File: src/design/crs_pkg.sv
// ============================================================================
// crs_pkg
// Shared constants and types for the circle rasterizer (direct square root,
// eight-way symmetry).
// ============================================================================
package crs_pkg;

    // Action codes of an input beat
    localparam logic ACT_START   = 1'b0;
    localparam logic ACT_ADVANCE = 1'b1;

    // Colour field width (fixed 0x00BBGGRR)
    localparam int COLOR_W = 24;

    // Points per step and the width of their index
    localparam int NUM_PTS   = 8;
    localparam int PT_IDX_W  = $clog2(NUM_PTS);

    // Handoff of one finished step from the sequencer to the emitter
    typedef struct packed {
        logic valid;       // step values are ready to be taken
        logic final_step;  // this step closes the circle
    } t_step_ctl;

endpackage

File: src/design/crs_if.sv
// ============================================================================
// crs_if
// Valid/ready channel interfaces: the command channel into the rasterizer
// and the pixel channel out of it.
// ============================================================================
interface crs_in_if #(
    parameter int COORD_BITS = 12
);
    logic                  valid;
    logic                  ready;
    logic                  action;
    logic [COORD_BITS-1:0] center_x;
    logic [COORD_BITS-1:0] center_y;
    logic [COORD_BITS-1:0] radius;
    logic [23:0]           draw_color;

    modport source (
        output valid, action, center_x, center_y, radius, draw_color,
        input  ready
    );
    modport sink (
        input  valid, action, center_x, center_y, radius, draw_color,
        output ready
    );
endinterface

interface crs_out_if #(
    parameter int COORD_BITS = 12
);
    logic                         valid;
    logic                         ready;
    logic signed [COORD_BITS+1:0] pixel_x;
    logic signed [COORD_BITS+1:0] pixel_y;
    logic [23:0]                  pixel_color;
    logic                         last;

    modport source (
        output valid, pixel_x, pixel_y, pixel_color, last,
        input  ready
    );
    modport sink (
        input  valid, pixel_x, pixel_y, pixel_color, last,
        output ready
    );
endinterface

File: src/design/crs_sqrt.sv
// ============================================================================
// crs_sqrt
// Bit-serial rounded integer square root. The radicand shifts out two bits a
// cycle into a narrow remainder; one root bit is settled per cycle, then a
// final step rounds the root up when the remainder exceeds it.
// ============================================================================
module crs_sqrt #(
    parameter int COORD_BITS = 12
) (
    input  logic                      i_clk,
    input  logic                      i_rst_n,
    input  logic                      i_start,
    input  logic [2*COORD_BITS-1:0]   i_radicand,
    output logic                      o_done,
    output logic [COORD_BITS-1:0]     o_root
);

    localparam int RAD_W = 2 * COORD_BITS;
    localparam int REM_W = COORD_BITS + 1;
    localparam int CUR_W = COORD_BITS + 2;
    localparam int CNT_W = $clog2(COORD_BITS + 1);

    logic                  r_busy;
    logic                  r_done;
    logic [CNT_W-1:0]      r_cnt;
    logic [RAD_W-1:0]      r_rad;
    logic [REM_W-1:0]      r_rem;
    logic [COORD_BITS-1:0] r_root;

    logic [CUR_W-1:0]      w_cur;
    logic [CUR_W-1:0]      w_trial;
    logic [CUR_W-1:0]      w_diff;
    logic                  w_ge;
    logic                  w_round_up;

    // One restoring step: bring in the next radicand digit, try root*4+1
    assign w_cur      = {r_rem[COORD_BITS-1:0], r_rad[RAD_W-1 -: 2]};
    assign w_trial    = {r_root, 2'b01};
    assign w_ge       = (w_cur >= w_trial);
    assign w_diff     = w_cur - w_trial;
    assign w_round_up = (r_rem > {1'b0, r_root});

    // Iteration and rounding sequence
    always_ff @(posedge i_clk) begin
        if (!i_rst_n) begin
            r_busy <= 1'b0;
            r_done <= 1'b0;
            r_cnt  <= '0;
        end else begin
            r_done <= 1'b0;
            if (i_start) begin
                r_busy <= 1'b1;
                r_cnt  <= '0;
                r_rad  <= i_radicand;
                r_rem  <= '0;
                r_root <= '0;
            end else if (r_busy) begin
                if (r_cnt == CNT_W'(COORD_BITS)) begin
                    // remainder above the floor root: round up
                    r_root <= r_root + COORD_BITS'(w_round_up);
                    r_busy <= 1'b0;
                    r_done <= 1'b1;
                end else begin
                    r_rad  <= {r_rad[RAD_W-3:0], 2'b00};
                    r_rem  <= w_ge ? w_diff[REM_W-1:0] : w_cur[REM_W-1:0];
                    r_root <= {r_root[COORD_BITS-2:0], w_ge};
                    r_cnt  <= r_cnt + 1'b1;
                end
            end
        end
    end

    assign o_done = r_done;
    assign o_root = r_root;

endmodule

File: src/design/crs_emit.sv
// ============================================================================
// crs_emit
// Eight-way point emitter. Holds a copy of one step (center, offsets, colour)
// and sends its eight symmetric points through an output register, one beat a
// cycle unless stalled. A new step is taken when idle or with the last point.
// ============================================================================
module crs_emit #(
    parameter int COORD_BITS = 12
) (
    input  logic                          i_clk,
    input  logic                          i_rst_n,
    input  crs_pkg::t_step_ctl            i_hand,
    output logic                          o_take_ready,
    input  logic [COORD_BITS-1:0]         i_cx,
    input  logic [COORD_BITS-1:0]         i_cy,
    input  logic [COORD_BITS-1:0]         i_x,
    input  logic [COORD_BITS-1:0]         i_y,
    input  logic [crs_pkg::COLOR_W-1:0]   i_color,
    crs_out_if.source                     o_pix
);

    import crs_pkg::*;

    localparam int OW = COORD_BITS + 2;

    logic                  r_act;
    logic [PT_IDX_W-1:0]   r_k;
    logic                  r_fin;
    logic [COORD_BITS-1:0] r_cx;
    logic [COORD_BITS-1:0] r_cy;
    logic [COORD_BITS-1:0] r_x;
    logic [COORD_BITS-1:0] r_y;
    logic [COLOR_W-1:0]    r_col;

    logic                  r_ov;
    logic [OW-1:0]         r_px;
    logic [OW-1:0]         r_py;
    logic [COLOR_W-1:0]    r_pc;
    logic                  r_last;

    logic                  w_adv;
    logic                  w_take;
    logic                  w_end;
    logic [OW-1:0]         w_a;
    logic [OW-1:0]         w_b;
    logic [OW-1:0]         w_px;
    logic [OW-1:0]         w_py;

    assign w_adv        = r_act && (!r_ov || o_pix.ready);
    assign w_end        = (r_k == PT_IDX_W'(NUM_PTS - 1));
    assign o_take_ready = !r_act || (w_adv && w_end);
    assign w_take       = i_hand.valid && o_take_ready;

    // Point k: bit 2 swaps the offsets, bit 1 negates column, bit 0 row
    assign w_a  = r_k[2] ? {2'b00, r_y} : {2'b00, r_x};
    assign w_b  = r_k[2] ? {2'b00, r_x} : {2'b00, r_y};
    assign w_px = r_k[1] ? ({2'b00, r_cx} - w_a) : ({2'b00, r_cx} + w_a);
    assign w_py = r_k[0] ? ({2'b00, r_cy} - w_b) : ({2'b00, r_cy} + w_b);

    // Step copy, point counter and output register
    always_ff @(posedge i_clk) begin
        if (!i_rst_n) begin
            r_act <= 1'b0;
            r_k   <= '0;
            r_ov  <= 1'b0;
        end else begin
            if (w_adv) begin
                r_ov   <= 1'b1;
                r_px   <= w_px;
                r_py   <= w_py;
                r_pc   <= r_col;
                r_last <= r_fin && w_end;
            end else if (o_pix.ready) begin
                r_ov <= 1'b0;
            end
            if (w_take) begin
                r_act <= 1'b1;
                r_k   <= '0;
                r_fin <= i_hand.final_step;
                r_cx  <= i_cx;
                r_cy  <= i_cy;
                r_x   <= i_x;
                r_y   <= i_y;
                r_col <= i_color;
            end else if (w_adv) begin
                r_k <= r_k + 1'b1;
                if (w_end) begin
                    r_act <= 1'b0;
                end
            end
        end
    end

    assign o_pix.valid       = r_ov;
    assign o_pix.pixel_x     = $signed(r_px);
    assign o_pix.pixel_y     = $signed(r_py);
    assign o_pix.pixel_color = r_pc;
    assign o_pix.last        = r_last;

endmodule

File: src/design/circle_raster_sqrt_octant.sv
// ============================================================================
// circle_raster_sqrt_octant
// Circle rasterizer, direct square-root method with eight-way symmetry.
// ============================================================================
// Usage:
//   i_in carries commands. A start beat (action = 0) loads center, radius and
//   colour and yields the eight points of x = 0, y = R. An advance beat
//   (action = 1) moves x up by one, sets y to the rounded root of R*R - x*x
//   and yields eight points. An advance with no circle running is accepted
//   and yields nothing. The circle ends on the step where x is no longer
//   below y; its eighth point carries last.
//   o_pix carries one point per beat, eight per step, duplicates kept.
// Timing:
//   A start step is offered to the emitter in the cycle after acceptance;
//   an advance step waits for the bit-serial root unit, which settles one
//   root bit per cycle and then rounds. The emitter first stores the step,
//   then loads its first point into the output register. Emission of one
//   step overlaps the root of the next, so the next command can be taken
//   while the points of the previous step are still going out.
// Reset and stalls:
//   Reset leaves no circle running and both channels empty. When the receiver
//   stalls, the output register holds its beat; i_in takes the next command
//   as soon as the previous step has been handed to the emitter.
// ============================================================================
module circle_raster_sqrt_octant #(
    parameter int COORD_BITS = 12
) (
    input  logic       i_clk,
    input  logic       i_rst_n,
    crs_in_if.sink     i_in,
    crs_out_if.source  o_pix
);

    import crs_pkg::*;

    localparam int SQ_W = 2 * COORD_BITS;

    typedef enum logic [1:0] {
        S_IDLE,
        S_ROOT,
        S_HAND
    } t_state;

    t_state                r_state;
    logic                  r_busy;
    logic                  r_fin;
    logic [COORD_BITS-1:0] r_x;
    logic [COORD_BITS-1:0] r_y;
    logic [COORD_BITS-1:0] r_cx;
    logic [COORD_BITS-1:0] r_cy;
    logic [COLOR_W-1:0]    r_col;
    logic [SQ_W-1:0]       r_sq;

    logic                  w_acc;
    logic                  w_adv_go;
    logic [COORD_BITS-1:0] w_x_inc;
    logic [SQ_W-1:0]       w_sq_next;
    logic [SQ_W-1:0]       w_rsq;
    logic                  w_root_done;
    logic [COORD_BITS-1:0] w_root;
    logic                  w_take_ready;
    t_step_ctl             w_hand;

    assign i_in.ready = (r_state == S_IDLE);
    assign w_acc      = i_in.valid && i_in.ready;
    assign w_adv_go   = w_acc && (i_in.action == ACT_ADVANCE) && r_busy;

    // R*R - x*x kept by running difference: (x+1)^2 - x^2 = 2x + 1
    assign w_x_inc   = r_x + 1'b1;
    assign w_sq_next = r_sq - {{(COORD_BITS - 1){1'b0}}, r_x, 1'b1};
    assign w_rsq     = SQ_W'(i_in.radius) * SQ_W'(i_in.radius);

    // Step sequencer
    always_ff @(posedge i_clk) begin
        if (!i_rst_n) begin
            r_state <= S_IDLE;
            r_busy  <= 1'b0;
        end else begin
            case (r_state)
                S_IDLE: begin
                    if (w_acc) begin
                        if (i_in.action == ACT_START) begin
                            r_cx    <= i_in.center_x;
                            r_cy    <= i_in.center_y;
                            r_col   <= i_in.draw_color;
                            r_x     <= '0;
                            r_y     <= i_in.radius;
                            r_sq    <= w_rsq;
                            r_fin   <= (i_in.radius == '0);
                            r_busy  <= (i_in.radius != '0);
                            r_state <= S_HAND;
                        end else if (r_busy) begin
                            r_x     <= w_x_inc;
                            r_sq    <= w_sq_next;
                            r_state <= S_ROOT;
                        end
                    end
                end
                S_ROOT: begin
                    if (w_root_done) begin
                        r_y     <= w_root;
                        r_fin   <= !(r_x < w_root);
                        r_busy  <= (r_x < w_root);
                        r_state <= S_HAND;
                    end
                end
                S_HAND: begin
                    if (w_take_ready) begin
                        r_state <= S_IDLE;
                    end
                end
                default: begin
                    r_state <= S_IDLE;
                end
            endcase
        end
    end

    assign w_hand.valid      = (r_state == S_HAND);
    assign w_hand.final_step = r_fin;

    crs_sqrt #(
        .COORD_BITS (COORD_BITS)
    ) u_sqrt (
        .i_clk      (i_clk),
        .i_rst_n    (i_rst_n),
        .i_start    (w_adv_go),
        .i_radicand (w_sq_next),
        .o_done     (w_root_done),
        .o_root     (w_root)
    );

    crs_emit #(
        .COORD_BITS (COORD_BITS)
    ) u_emit (
        .i_clk        (i_clk),
        .i_rst_n      (i_rst_n),
        .i_hand       (w_hand),
        .o_take_ready (w_take_ready),
        .i_cx         (r_cx),
        .i_cy         (r_cy),
        .i_x          (r_x),
        .i_y          (r_y),
        .i_color      (r_col),
        .o_pix        (o_pix)
    );

endmodule

File: src/flat_wrapper.sv
// flat-port wrapper written by rule: the top's interface ports become plain ports
module circle_raster_sqrt_octant_flat import crs_pkg::*;
#(
    parameter int COORD_BITS = 12
)
  (i_clk, i_rst_n, i_in_valid, i_in_action, i_in_center_x, i_in_center_y, i_in_radius, i_in_draw_color, i_in_ready, o_pix_valid, o_pix_pixel_x, o_pix_pixel_y, o_pix_pixel_color, o_pix_last, o_pix_ready);
  crs_in_if #(.COORD_BITS(COORD_BITS)) i_in_i ();
  crs_out_if #(.COORD_BITS(COORD_BITS)) o_pix_i ();
  input  logic i_clk;
  input  logic i_rst_n;
  input wire logic [$bits(i_in_i.valid)-1:0] i_in_valid;
  input wire logic [$bits(i_in_i.action)-1:0] i_in_action;
  input wire logic [$bits(i_in_i.center_x)-1:0] i_in_center_x;
  input wire logic [$bits(i_in_i.center_y)-1:0] i_in_center_y;
  input wire logic [$bits(i_in_i.radius)-1:0] i_in_radius;
  input wire logic [$bits(i_in_i.draw_color)-1:0] i_in_draw_color;
  output wire logic [$bits(i_in_i.ready)-1:0] i_in_ready;
  output wire logic [$bits(o_pix_i.valid)-1:0] o_pix_valid;
  output wire logic [$bits(o_pix_i.pixel_x)-1:0] o_pix_pixel_x;
  output wire logic [$bits(o_pix_i.pixel_y)-1:0] o_pix_pixel_y;
  output wire logic [$bits(o_pix_i.pixel_color)-1:0] o_pix_pixel_color;
  output wire logic [$bits(o_pix_i.last)-1:0] o_pix_last;
  input wire logic [$bits(o_pix_i.ready)-1:0] o_pix_ready;
  assign i_in_i.valid = i_in_valid;
  assign i_in_i.action = i_in_action;
  assign i_in_i.center_x = i_in_center_x;
  assign i_in_i.center_y = i_in_center_y;
  assign i_in_i.radius = i_in_radius;
  assign i_in_i.draw_color = i_in_draw_color;
  assign i_in_ready = i_in_i.ready;
  assign o_pix_valid = o_pix_i.valid;
  assign o_pix_pixel_x = o_pix_i.pixel_x;
  assign o_pix_pixel_y = o_pix_i.pixel_y;
  assign o_pix_pixel_color = o_pix_i.pixel_color;
  assign o_pix_last = o_pix_i.last;
  assign o_pix_i.ready = o_pix_ready;
  circle_raster_sqrt_octant #(.COORD_BITS(COORD_BITS)) u_core (.i_clk(i_clk), .i_rst_n(i_rst_n), .i_in(i_in_i), .o_pix(o_pix_i));
endmodule
File: config.mk
export PLATFORM = sky130hd
export DESIGN_NAME = circle_raster_sqrt_octant_flat
export DESIGN_NICKNAME = d
export VERILOG_FILES = /design/src/design/crs_pkg.sv /design/src/design/crs_if.sv /design/src/design/crs_sqrt.sv /design/src/design/crs_emit.sv /design/src/design/circle_raster_sqrt_octant.sv /design/src/flat_wrapper.sv
export SDC_FILE = /design/constraint.sdc
export NUM_CORES = 1
export LEC_CHECK = 0
export BUFFER_PORTS_ARGS = -buffer_cell sky130_fd_sc_hd__buf_2
export CAP_MARGIN = 20
export CORE_UTILIZATION = 58
export CTS_BUF_LIST = sky130_fd_sc_hd__clkbuf_8
export DETAILED_ROUTE_END_ITERATION = 10
export PLACE_DENSITY = 0.8
export SLEW_MARGIN = 15
export SYNTH_ARGS = -nofsm -noshare
export SYNTH_HDL_FRONTEND = slang
export SYNTH_SLANG_ARGS = --single-unit
File: constraint.sdc
create_clock -name i_clk -period 5.5 [get_ports i_clk]
set_clock_uncertainty 0.1 [all_clocks]
set_input_delay 0.275 -clock i_clk [delete_from_list [all_inputs] [get_ports i_clk]]
set_output_delay 0.275 -clock i_clk [all_outputs]
set_load 0.01 [all_outputs]
After elaboration in Yosys (flattened, before gate mapping)
Index checks and enable logic that the tools add are counted.

Input bits: 65. Flip-flop bits (word level): 286. Output and inout port bits: 55. Word-level logic and storage cells: 133.

Bitwise operators: 4. Muxes and demuxes: 42. Reduce and logical (&&, ||, !) cells: 34. Equal/unequal tests: 11. Add/sub/neg operators: 10. Magnitude comparators: 3. Multipliers: 1.

Operator list (number): $mux W24 (5); $mux W12 (8); $mux W13 (3); $mux W14 (2); $add A12 B12 Y13 (2); $sub A12 B12 Y13 (2); $mul A12 B12 Y24 (1); $pmux W12 S2 (1); $sub A24 B13 Y24 (1); $reduce_and A4 Y1 (4); $mux W1 (15); $ge A14 B14 Y1 (1); $gt A13 B12 Y1 (1); $sub A13 B13 Y13 (1); $add A12 B1 Y12 (1); $add A12 B1 Y12 const B (1); $logic_not A12 Y1 (1); $lt A12 B12 Y1 (1); $reduce_bool A12 Y1 (1); $mux W2 (5); $reduce_and A2 Y1 (5); $reduce_bool A2 Y1 (5); $ne A2 B2 Y1 const B (4); $logic_and A1 B1 Y1 (7); 18 further kinds (27).

Logic depth before layout (Yosys ltp)
Gate-level depths: netlist of the first run.

Depth in word-level cells: 8. Depth in mapped cells: 22. Mapped depth without buffers: 21.

Modules after synthesis
Synthesis of the first run repeated with hierarchy kept, for this count alone.

Cells, all modules: 1705. Area, all modules: 19029.5 um2.

Modules (own cells, without submodules): circle_raster_sqrt_octant (sequential area each 2972.9 um2, cells each 897, instances 1, area an instance 9176.3 um2); crs_emit (sequential area each 3883.7 um2, cells each 482, instances 1, area an instance 6368.6 um2); crs_sqrt (sequential area each 1591.5 um2, cells each 326, instances 1, area an instance 3484.6 um2).

Worst setup path after synthesis of the first run
OpenSTA, ideal clock, no wires.

Path kind: input to register. Start: in i_in_radius[1]. End: reg u_core.r_sq[18], data pin. Slack: 0.210 ns. Arrival time: 4.919 ns. Path buffers: 1. Setup time: 0.271 ns. Stages on the path: 18. Data required time: 5.129 ns. Cells stage by stage: clkbuf_1 -> and2_1 -> fa_1 -> inv_1 -> fa_1 -> inv_1 -> fa_1 -> fa_1 -> inv_1 -> fa_1 -> inv_1 -> ha_1 -> a2111oi_0 -> o2bb2ai_1 -> o21bai_1 -> a211oi_1 -> xor2_1 -> mux2i_1.

Cells in the longest elaborated chain, start to end: 2.

Ends and longest elaborated chain: from (decl) (RTL line flat_wrapper.sv:15) `input wire logic [$bits(i_in_i.radius)-1:0] i_in_radius;`; $mul A12 B12 Y24 (RTL line circle_raster_sqrt_octant.sv:71) `assign w_rsq = SQ_W'(i_in.radius) * SQ_W'(i_in.radius);`; $mux W24 (RTL line circle_raster_sqrt_octant.sv:82) `if (i_in.action == ACT_START) begin`; to (signal assigned) (RTL line circle_raster_sqrt_octant.sv:88) `r_sq <= w_rsq;`; to (signal assigned) (RTL line circle_raster_sqrt_octant.sv:94) `r_sq <= w_sq_next;`; to (decl) (RTL line circle_raster_sqrt_octant.sv:52) `logic [SQ_W-1:0] r_sq;`.

Every way passes these cells. A chain may end at the register's enable or synchronous reset.

Worst setup path after layout of the first run
Start: in i_in_radius[6]. End: reg u_core.r_sq[21], data pin.

The elaborated chain is that of the path after synthesis.

==> results.yml, run 1 <==
status:
  status: "finished, final reports clean"
synth:
  synth.distinct_cells: 76
  avgSynthCellArea_sq_um: 11.18
  yosysTopAreaCellShare_pct: 44.17
  yosysMostFrequentCell: "edfxtp_1"
  synthTopCellsByCount: "edfxtp_1 (272), inv_1 (222), ha_1 (153), nand2_1 (124), fa_1 (87)"
  ys_seq_elements: 286
  synth-warning-count: 0
  synth_edf_count: 272
  syn_area_sq_um: 18490
  ys.flop_type: "edfxtp_1"
  syn_inst: 1654
  syn-num-nets: 1959
  synth_area_leader_cell: "edfxtp_1"
  synth_seq_area_share_pct: 45.69
  synth-async-reset-ratio_pct: 0
  synth.area.top_cells: "edfxtp_1 (44%), ha_1 (10%), fa_1 (9.4%)"
final_layout:
  drive_gt1_share_pct: 13.32
  fillCellCount: 2264
  finalNetCount: 2152
  area_growth_pct: 13.64
  fin_area_sq_um: 21010
routing:
  totalWireLength_um: 39540
  dr.pass1.iters: 6
  ant_nets: 0
  vias_per_cell: 5.655
  drc: 0
  routedWlPerCell_um: 17.29
  vias: 12930
  drt_iter0_drc: 935
placement:
  gp_congestion: 0.9072
  place_ws_ns: 0.01414
  postPlaceCellArea_sq_um: 19640
  port_buffers: 119
  hpwl_um: 28440
floorplan:
  fp.dieW_um: 180.6
  ioPinCount: 120
  die_area_sq_um: 32600
  design.core.area_sq_um: 31470
  die_y_um: 180.6
  rows: 65
  initial_core_util_pct: 58.75
pwr:
  p_seq_share_pct: 36.4
  leakagePower_nw: 8.855
  power_density_nw_per_um2: 336.3
  internal_power_mw: 4.626
  comb_power_share_pct: 38.8
  vdd_ir_drop_max_mv: 0.3431
  sw_frac_of_total_pct: 34.53
  clkPwrFrac_pct: 24.8
  power.switching_mw: 2.440
sta:
  drv_slew: 0
  hold_viol: 0
  fmax_ghz: 0.2018
  holdWs_ns: 0.07521
  tightest_slew_ns: 1.004
  setup_viol: 0
  relSlewSlack_pct: 33.04
  period_minus_slack_ns: 4.955
  worst_slack_ns: 0.5450
  setup_tns_ns: 0
  period_share_pct: 90.09
  grt_setup_unrepaired: "false"
clock_network:
  cts_resized: 0
  cts_buffers: 45
  cts.clk_slew.worst_paths_ns: 0.07
  htree_levels: 2
  postCtsSetupRepairBufs: 0
  clkSinkCount: 286
  cts_hold_buffers: 49
  clockBufferDepth: 3
  root_buffer: "clkbuf_8"
  cts_tree: "yes"
  clk_latency_ns: 0.58
min_path:
  hp-class: "input port to flop"
setup_path:
  start_kind: "input port"
  path_class: "input port to flop"
  worstPathArrival_ns: 5.14
  worstSetupEndpointType: "flop"
  cp_data_required_time_ns: 5.68
  path_max_fanout: 10
global_route:
  grt_max_degree: 74
  antenna_found_initial: 1
  grt_pass1_wl_um: 65170
  grt_overflow: 0
  grt_pass1_vias: 13400
  grt_use_total_pct: 24.90
job:
  cap_violations: 0
[state kept, by name, indices dropped and copies added, names as in the netlist, 2 cells and up]
| register | flops |
|---|---|
| u_core.r_col | 24 |
| u_core.r_sq | 24 |
| u_core.u_emit.o_pix.pixel_color | 24 |
| u_core.u_emit.r_col | 24 |
| u_core.u_sqrt.r_rad | 24 |
| u_core.u_emit.o_pix.pixel_x | 14 |
| u_core.u_emit.o_pix.pixel_y | 14 |
| u_core.u_sqrt.r_rem | 13 |
| u_core.r_cx | 12 |
| u_core.r_cy | 12 |
| u_core.r_x | 12 |
| u_core.r_y | 12 |
| u_core.u_emit.r_cx | 12 |
| u_core.u_emit.r_cy | 12 |
| u_core.u_emit.r_x | 12 |
| u_core.u_emit.r_y | 12 |
| u_core.u_sqrt.o_root | 12 |
| u_core.u_sqrt.r_cnt | 4 |
| u_core.u_emit.r_k | 3 |
| u_core.r_state | 2 |
[power groups by stage]
stage	Combinational [mW]	Clock, mW	Sequential, mW
after CTS	2.77	1.78	2.57
final	2.74	1.75	2.57
after global placement	2.70	0	2.61
after global routing	3.15	1.88	2.58
after detailed placement	2.72	0	2.62
after floorplan	2.02	0	2.61
[metal layers]
metal	up-vias	global-route usage (%)	part of all wire (%)
met5	-	0	0
met4	0	10.15	3.6
met3	101	3.880	5.2
met2	432	44.62	51
met1	6240	29.90	40
li1	6159	-	-
[cells by family (layout without fill, tap and decap cells)]
group,count (synthesis),count (layout),synth area share [%]
fa+ha+maj,240,240,19.77
compound gates,294,294,10.35
buf+inv,273,503,5.677
mux,57,57,3.187
flops,286,286,45.69
xor+xnor,92,92,4.358
other cells,0,1,0
simple gates,412,412,10.97
[metrics by stage]
step	power, mW	std cells	utilization, %
final	7.067	2287	66.76
after global routing	7.606	2287	66.76
after CTS	7.115	2286	66.75
after detailed placement	5.333	2153	62.41
after global placement	5.312	2152	62.32
after floorplan	4.624	1654	-
[path summary, 6_finish.rpt]
check | slack [ns] | depth (start not counted) | to | start
worst max-delay path | 0.55 | 19 | u_core.r_sq[21]$_DFFE_PP_ | i_in_radius[6]
worst min-delay path | 0.08 | 3 | u_core.u_emit.o_pix.valid$_SDFFE_PN0P_ | o_pix_ready
worst max register to register | 1.26 | 16 | u_core.u_sqrt.o_root[8]$_SDFFCE_PP0P_ | u_core.u_sqrt.o_root[6]$_SDFFCE_PP0P_
worst min register to register | 0.30 | 0 | u_core.u_emit.r_col[5]$_DFFE_PP_ | u_core.r_col[5]$_DFFE_PP_
[critical path, cell delays in order]
cell and delay (ns):
buf_2 0.23, nand2_1 0.15, inv_1 0.09, fa_1 0.43
fa_1 0.51, inv_1 0.05, fa_1 0.47, inv_1 0.06
fa_1 0.53, inv_1 0.05, fa_1 0.53, inv_1 0.04
ha_1 0.24, or4_1 0.51, o22ai_1 0.25, o211ai_1 0.21
a31oi_1 0.26, xor2_1 0.17, mux2i_1 0.08
[area by class of cell]
class | instances | area, sq um | area share (%)
Clock buffer | 45 | 619.3 | 2.947
Tap cell | 402 | 503.0 | 2.394
Clock inverter | 39 | 259.0 | 1.233
Inverter | 224 | 840.8 | 4.001
Antenna cell | 1 | 2.502 | 0.01191
Timing Repair Buffer | 195 | 1309 | 6.228
Sequential cell | 286 | 8448 | 40.20
Multi-Input combinational cell | 1095 | 9031 | 42.98
[placed cells by master, fill, tap and decap left out, drive strengths merged, types with 13 or more instances in the layout]
| cell type | instances |
|---|---|
| a21oi | 75 |
| dfxtp | 14 |
| and2 | 61 |
| nand3 | 30 |
| nand2b | 19 |
| nand2 | 125 |
| o211ai | 13 |
| ha | 153 |
| fa | 87 |
| nor3 | 24 |
| mux2i | 42 |
| xnor2 | 60 |
| o21ai | 78 |
| nor2b | 15 |
| inv | 236 |
| clkinv | 22 |
| edfxtp | 272 |
| clkbuf | 45 |
| dlygate4sd3 | 49 |
| buf | 146 |
| mux2 | 15 |
| nor2 | 82 |
| a21o | 21 |
| xor2 | 32 |
| o21a | 21 |
No activity file was read; power rests on OpenSTA's default activity.
==> inputs of run 2 (changes only) <==
- CORE_ASPECT_RATIO: default -> 0.75
==> run 2 against run 1 <==
  * Sequential power barely moved
  * Largest power group unchanged
  * Final cell count about the same
  * Clock power is 11% lower
  * Fmax fell by 0.15%
  * Worst hold slack worse by 0.0061 ns
  * Utilization down 0.15 points
  * Sequential cell count did not move
  * Critical path depth stayed put
  * Largest cell class unchanged
  * Die area barely moved
==> results.yml, run 2 (synthesis gave the netlist of run 1 again) <==
setup_path:
  worstPathArrival_ns: 5.17
  path_class: "input port to flop"
  slowest_delay_ns: 0.53
  worstSetupEndpointType: "flop"
  crit_buf_inv: 6
  crit_slowest_cell: "fa_1"
  cp_top_family: "adder cells"
  path_max_fanout: 8
  crit_chain: "buf_2 -> nand2_1 -> inv_1 -> fa_1 -> fa_1 -> inv_1 -> fa_1 -> inv_1 -> fa_1 -> inv_1 -> fa_1 -> inv_1 -> ha_1 -> or4_1 -> o22ai_1 -> o21ai_1 -> a31oi_1 -> xnor2_1 -> mux2_2"
  cp_data_required_time_ns: 5.70
  start_kind: "input port"
final_layout:
  drive_gt1_share_pct: 12.61
  area_growth_pct: 12.84
  antenna_cells: 0
  fillCellCount: 2300
  fin_cells: 2285
  finalNetCount: 2151
  final_common_cell: "edfxtp_1"
  final_cell_mix: "edfxtp_1 (272), inv_1 (237), ha_1 (153), nand2_1 (124), buf_2 (119)"
sta:
  drv_slew: 0
  grt_setup_unrepaired: "false"
  setup_viol: 0
  hold_viol: 0
  setup_tns_ns: 0
  period_minus_slack_ns: 4.962
  tightest_slew_ns: 1.030
  period_share_pct: 90.22
  fmax_ghz: 0.2015
  relSlewSlack_pct: 31.31
routing:
  drt_iter0_drc: 1194
  vias_per_cell: 5.658
  vias: 12930
  drc: 0
  dr.pass1.iters: 5
  routedWlPerCell_um: 17.82
  ant_nets: 0
  totalWireLength_um: 40720
placement:
  port_buffers: 119
  hpwl_um: 29240
  gp_congestion: 0.8945
  placedCellCount: 2159
min_path:
  hp-class: "input port to flop"
clock_network:
  clockBufferDepth: 3
  cts.clk_slew.worst_paths_ns: 0.07
  cts_resized: 0
  cts_buffers: 42
  clkSinkCount: 286
  htree_levels: 2
  cts_tree: "yes"
  root_buffer: "clkbuf_8"
  clk_latency_ns: 0.57
global_route:
  grt_pass1_wl_um: 65630
  grt_use_total_pct: 25.45
  antenna_found_initial: 0
  grt_overflow: 0
  grt_pass1_vias: 12760
  grt_max_degree: 74
status:
  status: "finished, final reports clean"
floorplan:
  initial_core_util_pct: 59.04
  fp.dieW_um: 208.2
  design.core.area_sq_um: 31320
  die_area_sq_um: 32610
  rows: 56
  ioPinCount: 120
  die_y_um: 156.6
pwr:
  power_density_nw_per_um2: 329.6
  vdd_ir_drop_max_mv: 0.4494
  leakagePower_nw: 8.787
job:
  cap_violations: 0
[run 2: cell types whose count changed in the layout (fill, tap and decap cells not counted), sizes merged]
cell | previous run | this run
bufinv | 2 | 0
clkinvlp | 3 | 2
diode | 1 | 0
clkbuf | 45 | 42
inv | 236 | 239
clkinv | 22 | 18
buf | 146 | 148
[run 2: power breakdown]
part / switching [mW] / total (mW) / internal (mW)
Combinational: 1.55 / 2.74 / 1.19
Clock: 0.839 / 1.56 / 0.721
Sequential: 0.0538 / 2.57 / 2.52
Total: 2.44 / 6.88 / 4.43
[run 2: cell type report]
class                   instances  area (sq um)  share of cell area (%)
well taps                     406         508.0                   2.435
flip-flops and latches        286          8448                   40.49
multi-input cells            1095          9031                   43.29
repair buffers                197          1304                   6.249
clock buffers                  42         578.1                   2.771
clock inverters                35         153.9                  0.7376
inverters                     224         840.8                   4.030
[run 2: metrics by stage]
step	utilization [%]	cell area, sq um	power [mW]	worst slack (ns)	hold slack [ns]
floorplan	-	18490	4.624	0.2103	0.2739
global placement	62.71	19640	5.192	0.1049	0.3001
detailed placement	62.71	19640	5.290	0.01466	0.3045
CTS	66.61	20860	6.875	0.6014	0.04987
global route	66.61	20860	7.339	0.1243	0.04045
finish	66.61	20860	6.878	0.5377	0.06907
[run 2: worst reg2reg max path: cells and delay by family, from the launching register on]
family	cells	cell delay [ns]
adders and majority gates	3	0.86
and+or+nand+nor	7	1.37
buffers and inverters	1	0.19
AOI/OAI and AO/OA	5	0.92
DFF	1	0.42
[run 2: per-layer routing]
metal	track usage, %	wire (um)	vias to the layer above
met5	0	0	-
met4	7.055	873	0
met3	4.054	2745	67
met2	41.18	18960	460
met1	35.83	18150	6254
li1	-	-	6147
[run 2: final timing paths]
| kind | from | endpoint | slack (ns) | cells past startpoint |
|---|---|---|---|---|
| worst max-delay path | i_in_radius[3] | u_core.r_sq[17]$_DFFE_PP_ | 0.54 | 19 |
| worst min-delay path | i_in_radius[11] | u_core.r_y[11]$_DFFE_PP_ | 0.07 | 3 |
| worst max register to register | u_core.u_sqrt.o_root[4]$_SDFFCE_PP0P_ | u_core.u_sqrt.o_root[8]$_SDFFCE_PP0P_ | 1.38 | 16 |
| worst min register to register | u_core.u_emit.r_col[13]$_DFFE_PP_ | u_core.u_emit.o_pix.pixel_color[13]$_DFFE_PP_ | 0.31 | 0 |
[run 2: what timing repair did]
item,in CTS,in global routing
hold buffers,49,0
setup buffers,0,0
endpoints found under the hold margin,54,0
==> inputs of run 3 (changes only) <==
- CELL_PAD_IN_SITES_DETAIL_PLACEMENT: default -> 1
- CELL_PAD_IN_SITES_GLOBAL_PLACEMENT: default -> 1
- CORE_UTILIZATION: 58 -> 46
- PLACE_DENSITY: 0.8 -> default
- PLACE_DENSITY_LB_ADDON: default -> 0.1
==> run 3 against run 2 <==
  * The flow now finishes with violations (DRC)
  * Fmax grew 0.57%
  * Global-route usage down 1.8 points
  * Clock power is 15% higher
  * Final cell count is 5.8% higher
  * Combinational power rose by 11%
  * Sequential cell count is the same
  * Die area grew 26%
  * Utilization shrank 13 points
  * Critical path depth fell by 1
  * Largest power group unchanged
==> results.yml, run 3 (synthesis gave the netlist of run 1 again) <==
sta:
  hold_viol: 0
  tightest_slew_ns: 1.057
  period_minus_slack_ns: 4.934
  period_share_pct: 89.71
  fmax_ghz: 0.2027
  drv_slew: 0
  grt_setup_unrepaired: "false"
  setup_viol: 0
  relSlewSlack_pct: 29.54
setup_path:
  start_kind: "input port"
  r2r_cells: 16
  r2r-end: "u_core.u_sqrt.o_root[8]$_SDFFCE_PP0P_"
  reg2reg_from: "u_core.u_sqrt.o_root[4]$_SDFFCE_PP0P_"
  worstPathArrival_ns: 5.14
  path_max_fanout: 8
  worstSetupEndpointType: "flop"
  cp_data_required_time_ns: 5.71
  rrSetupSlack_ns: 1.22
  path_class: "input port to flop"
final_layout:
  final_common_cell: "edfxtp_1"
  area_growth_pct: 14.84
  final_cell_mix: "edfxtp_1 (272), inv_1 (238), ha_1 (153), nand2_1 (124), buf_2 (119)"
  final_util_pct: 53.66
  fillCellCount: 4305
  drive_gt1_share_pct: 13.65
  antenna_cells: 0
  fin_cells: 2418
  finalNetCount: 2167
pwr:
  leakagePower_nw: 8.922
  vdd_ir_drop_max_mv: 0.2878
  power_density_nw_per_um2: 349.5
routing:
  vias: 12960
  drc: 14
  ant_nets: 0
  totalWireLength_um: 47400
  vias_per_cell: 5.361
  dr.pass1.iters: 8
  routedWlPerCell_um: 19.60
  drt_iter0_drc: 766
status:
  status: "complete, but fails checks"
  violations: "DRC"
min_path:
  hold_end: "u_core.u_emit.o_pix.valid$_SDFFE_PN0P_"
  hp-class: "input port to flop"
  worstHoldPathCells: 3
  hp-start: "o_pix_ready"
clock_network:
  postCtsSetupRepairBufs: 0
  cts_resized: 0
  cts_buffers: 48
  htree_levels: 2
  clkSinkCount: 286
  clockBufferDepth: 3
  clk_latency_ns: 0.60
  cts_tree: "yes"
  cts.clk_slew.worst_paths_ns: 0.06
  root_buffer: "clkbuf_8"
floorplan:
  rows: 63
  fp.dieW_um: 233.5
  die_area_sq_um: 41010
  initial_core_util_pct: 46.73
  ioPinCount: 120
  design.core.area_sq_um: 39570
  die_y_um: 175.6
job:
  cap_violations: 0
placement:
  hpwl_um: 34970
  gp_congestion: 0.8472
  placedCellCount: 2283
  port_buffers: 119
global_route:
  grt_max_degree: 74
  grt_use_total_pct: 23.64
  grt_overflow: 0
  grt_pass1_wl_um: 75480
  antenna_found_initial: 0
  grt_pass1_vias: 13570
run 3: cell count changes in the layout (fill, tap and decap cells not counted), sizes merged:
cell,change
buf,+10
clkbuf,+9
clkinv,-1
inv,+1
run 3: metal layers:
layer,up-vias,GRT usage (%),routed length [um]
li1,6177,-,-
met5,-,0,0
met3,47,3.312,2042
met1,6485,35.90,23340
met4,0,4.167,559
met2,254,36.23,21460
run 3: where the power goes:
| group | switching (mW) | internal [mW] |
|---|---|---|
| Sequential | 0.0594 | 2.52 |
| Clock | 0.930 | 0.872 |
| Combinational | 1.71 | 1.33 |
| Total | 2.70 | 4.73 |
run 3: critical path: stages:
cell and delay, ns:
buf_2 0.21, nand2_1 0.15, fa_1 0.50, inv_1 0.06, fa_1 0.50, fa_1 0.55, fa_1 0.56, inv_1 0.06
fa_1 0.53, inv_1 0.04, ha_1 0.31, and4_1 0.25, and2_1 0.26, nand3_1 0.10, o211ai_1 0.36, a31oi_1 0.16
xor2_1 0.16, mux2i_1 0.09
run 3: area by class of cell:
type                    count  area (sq um)  share of cell area (%)
clock buffers              51         701.9                   3.306
multi-input cells        1095          9031                   42.53
clock inverters            35         182.7                  0.8603
flip-flops and latches    286          8448                   39.79
inverters                 224         840.8                   3.960
well taps                 520         650.6                   3.064
repair buffers            207          1379                   6.493
run 3: repair_timing:
| item | CTS | global route |
|---|---|---|
| endpoints found under the setup margin | 0 | 0 |
| endpoints found under the hold margin | 57 | 0 |
| hold buffers | 49 | 0 |
run 3: worst max path at each step:
stage                              start                   endpoint  slack (ns)
after floorplan           i_in_radius[1]  u_core.r_sq[18]$_DFFE_PP_        0.21
after global placement    i_in_radius[8]  u_core.r_sq[23]$_DFFE_PP_     -0.0005
after detailed placement  i_in_radius[3]  u_core.r_sq[21]$_DFFE_PP_       -0.01
after CTS                 i_in_radius[3]  u_core.r_sq[21]$_DFFE_PP_        0.56
after global routing      i_in_radius[8]  u_core.r_sq[21]$_DFFE_PP_        0.28
final                     i_in_radius[5]  u_core.r_sq[21]$_DFFE_PP_        0.57
run 3: metrics by stage:
step / setup slack, ns / hold WS [ns] / cell area, sq um / power [mW] / setup TNS, ns
floorplan: 0.2103 / 0.2739 / 18490 / 4.624 / 0
global placement: -0.0004703 / 0.3005 / 19860 / 5.518 / -0.0004703
detailed placement: -0.01424 / 0.3052 / 19860 / 5.584 / -0.01424
CTS: 0.5604 / 0.01855 / 21230 / 7.436 / 0
global route: 0.2776 / 0.06102 / 21230 / 7.923 / 0
finish: 0.5660 / 0.04336 / 21230 / 7.421 / 0
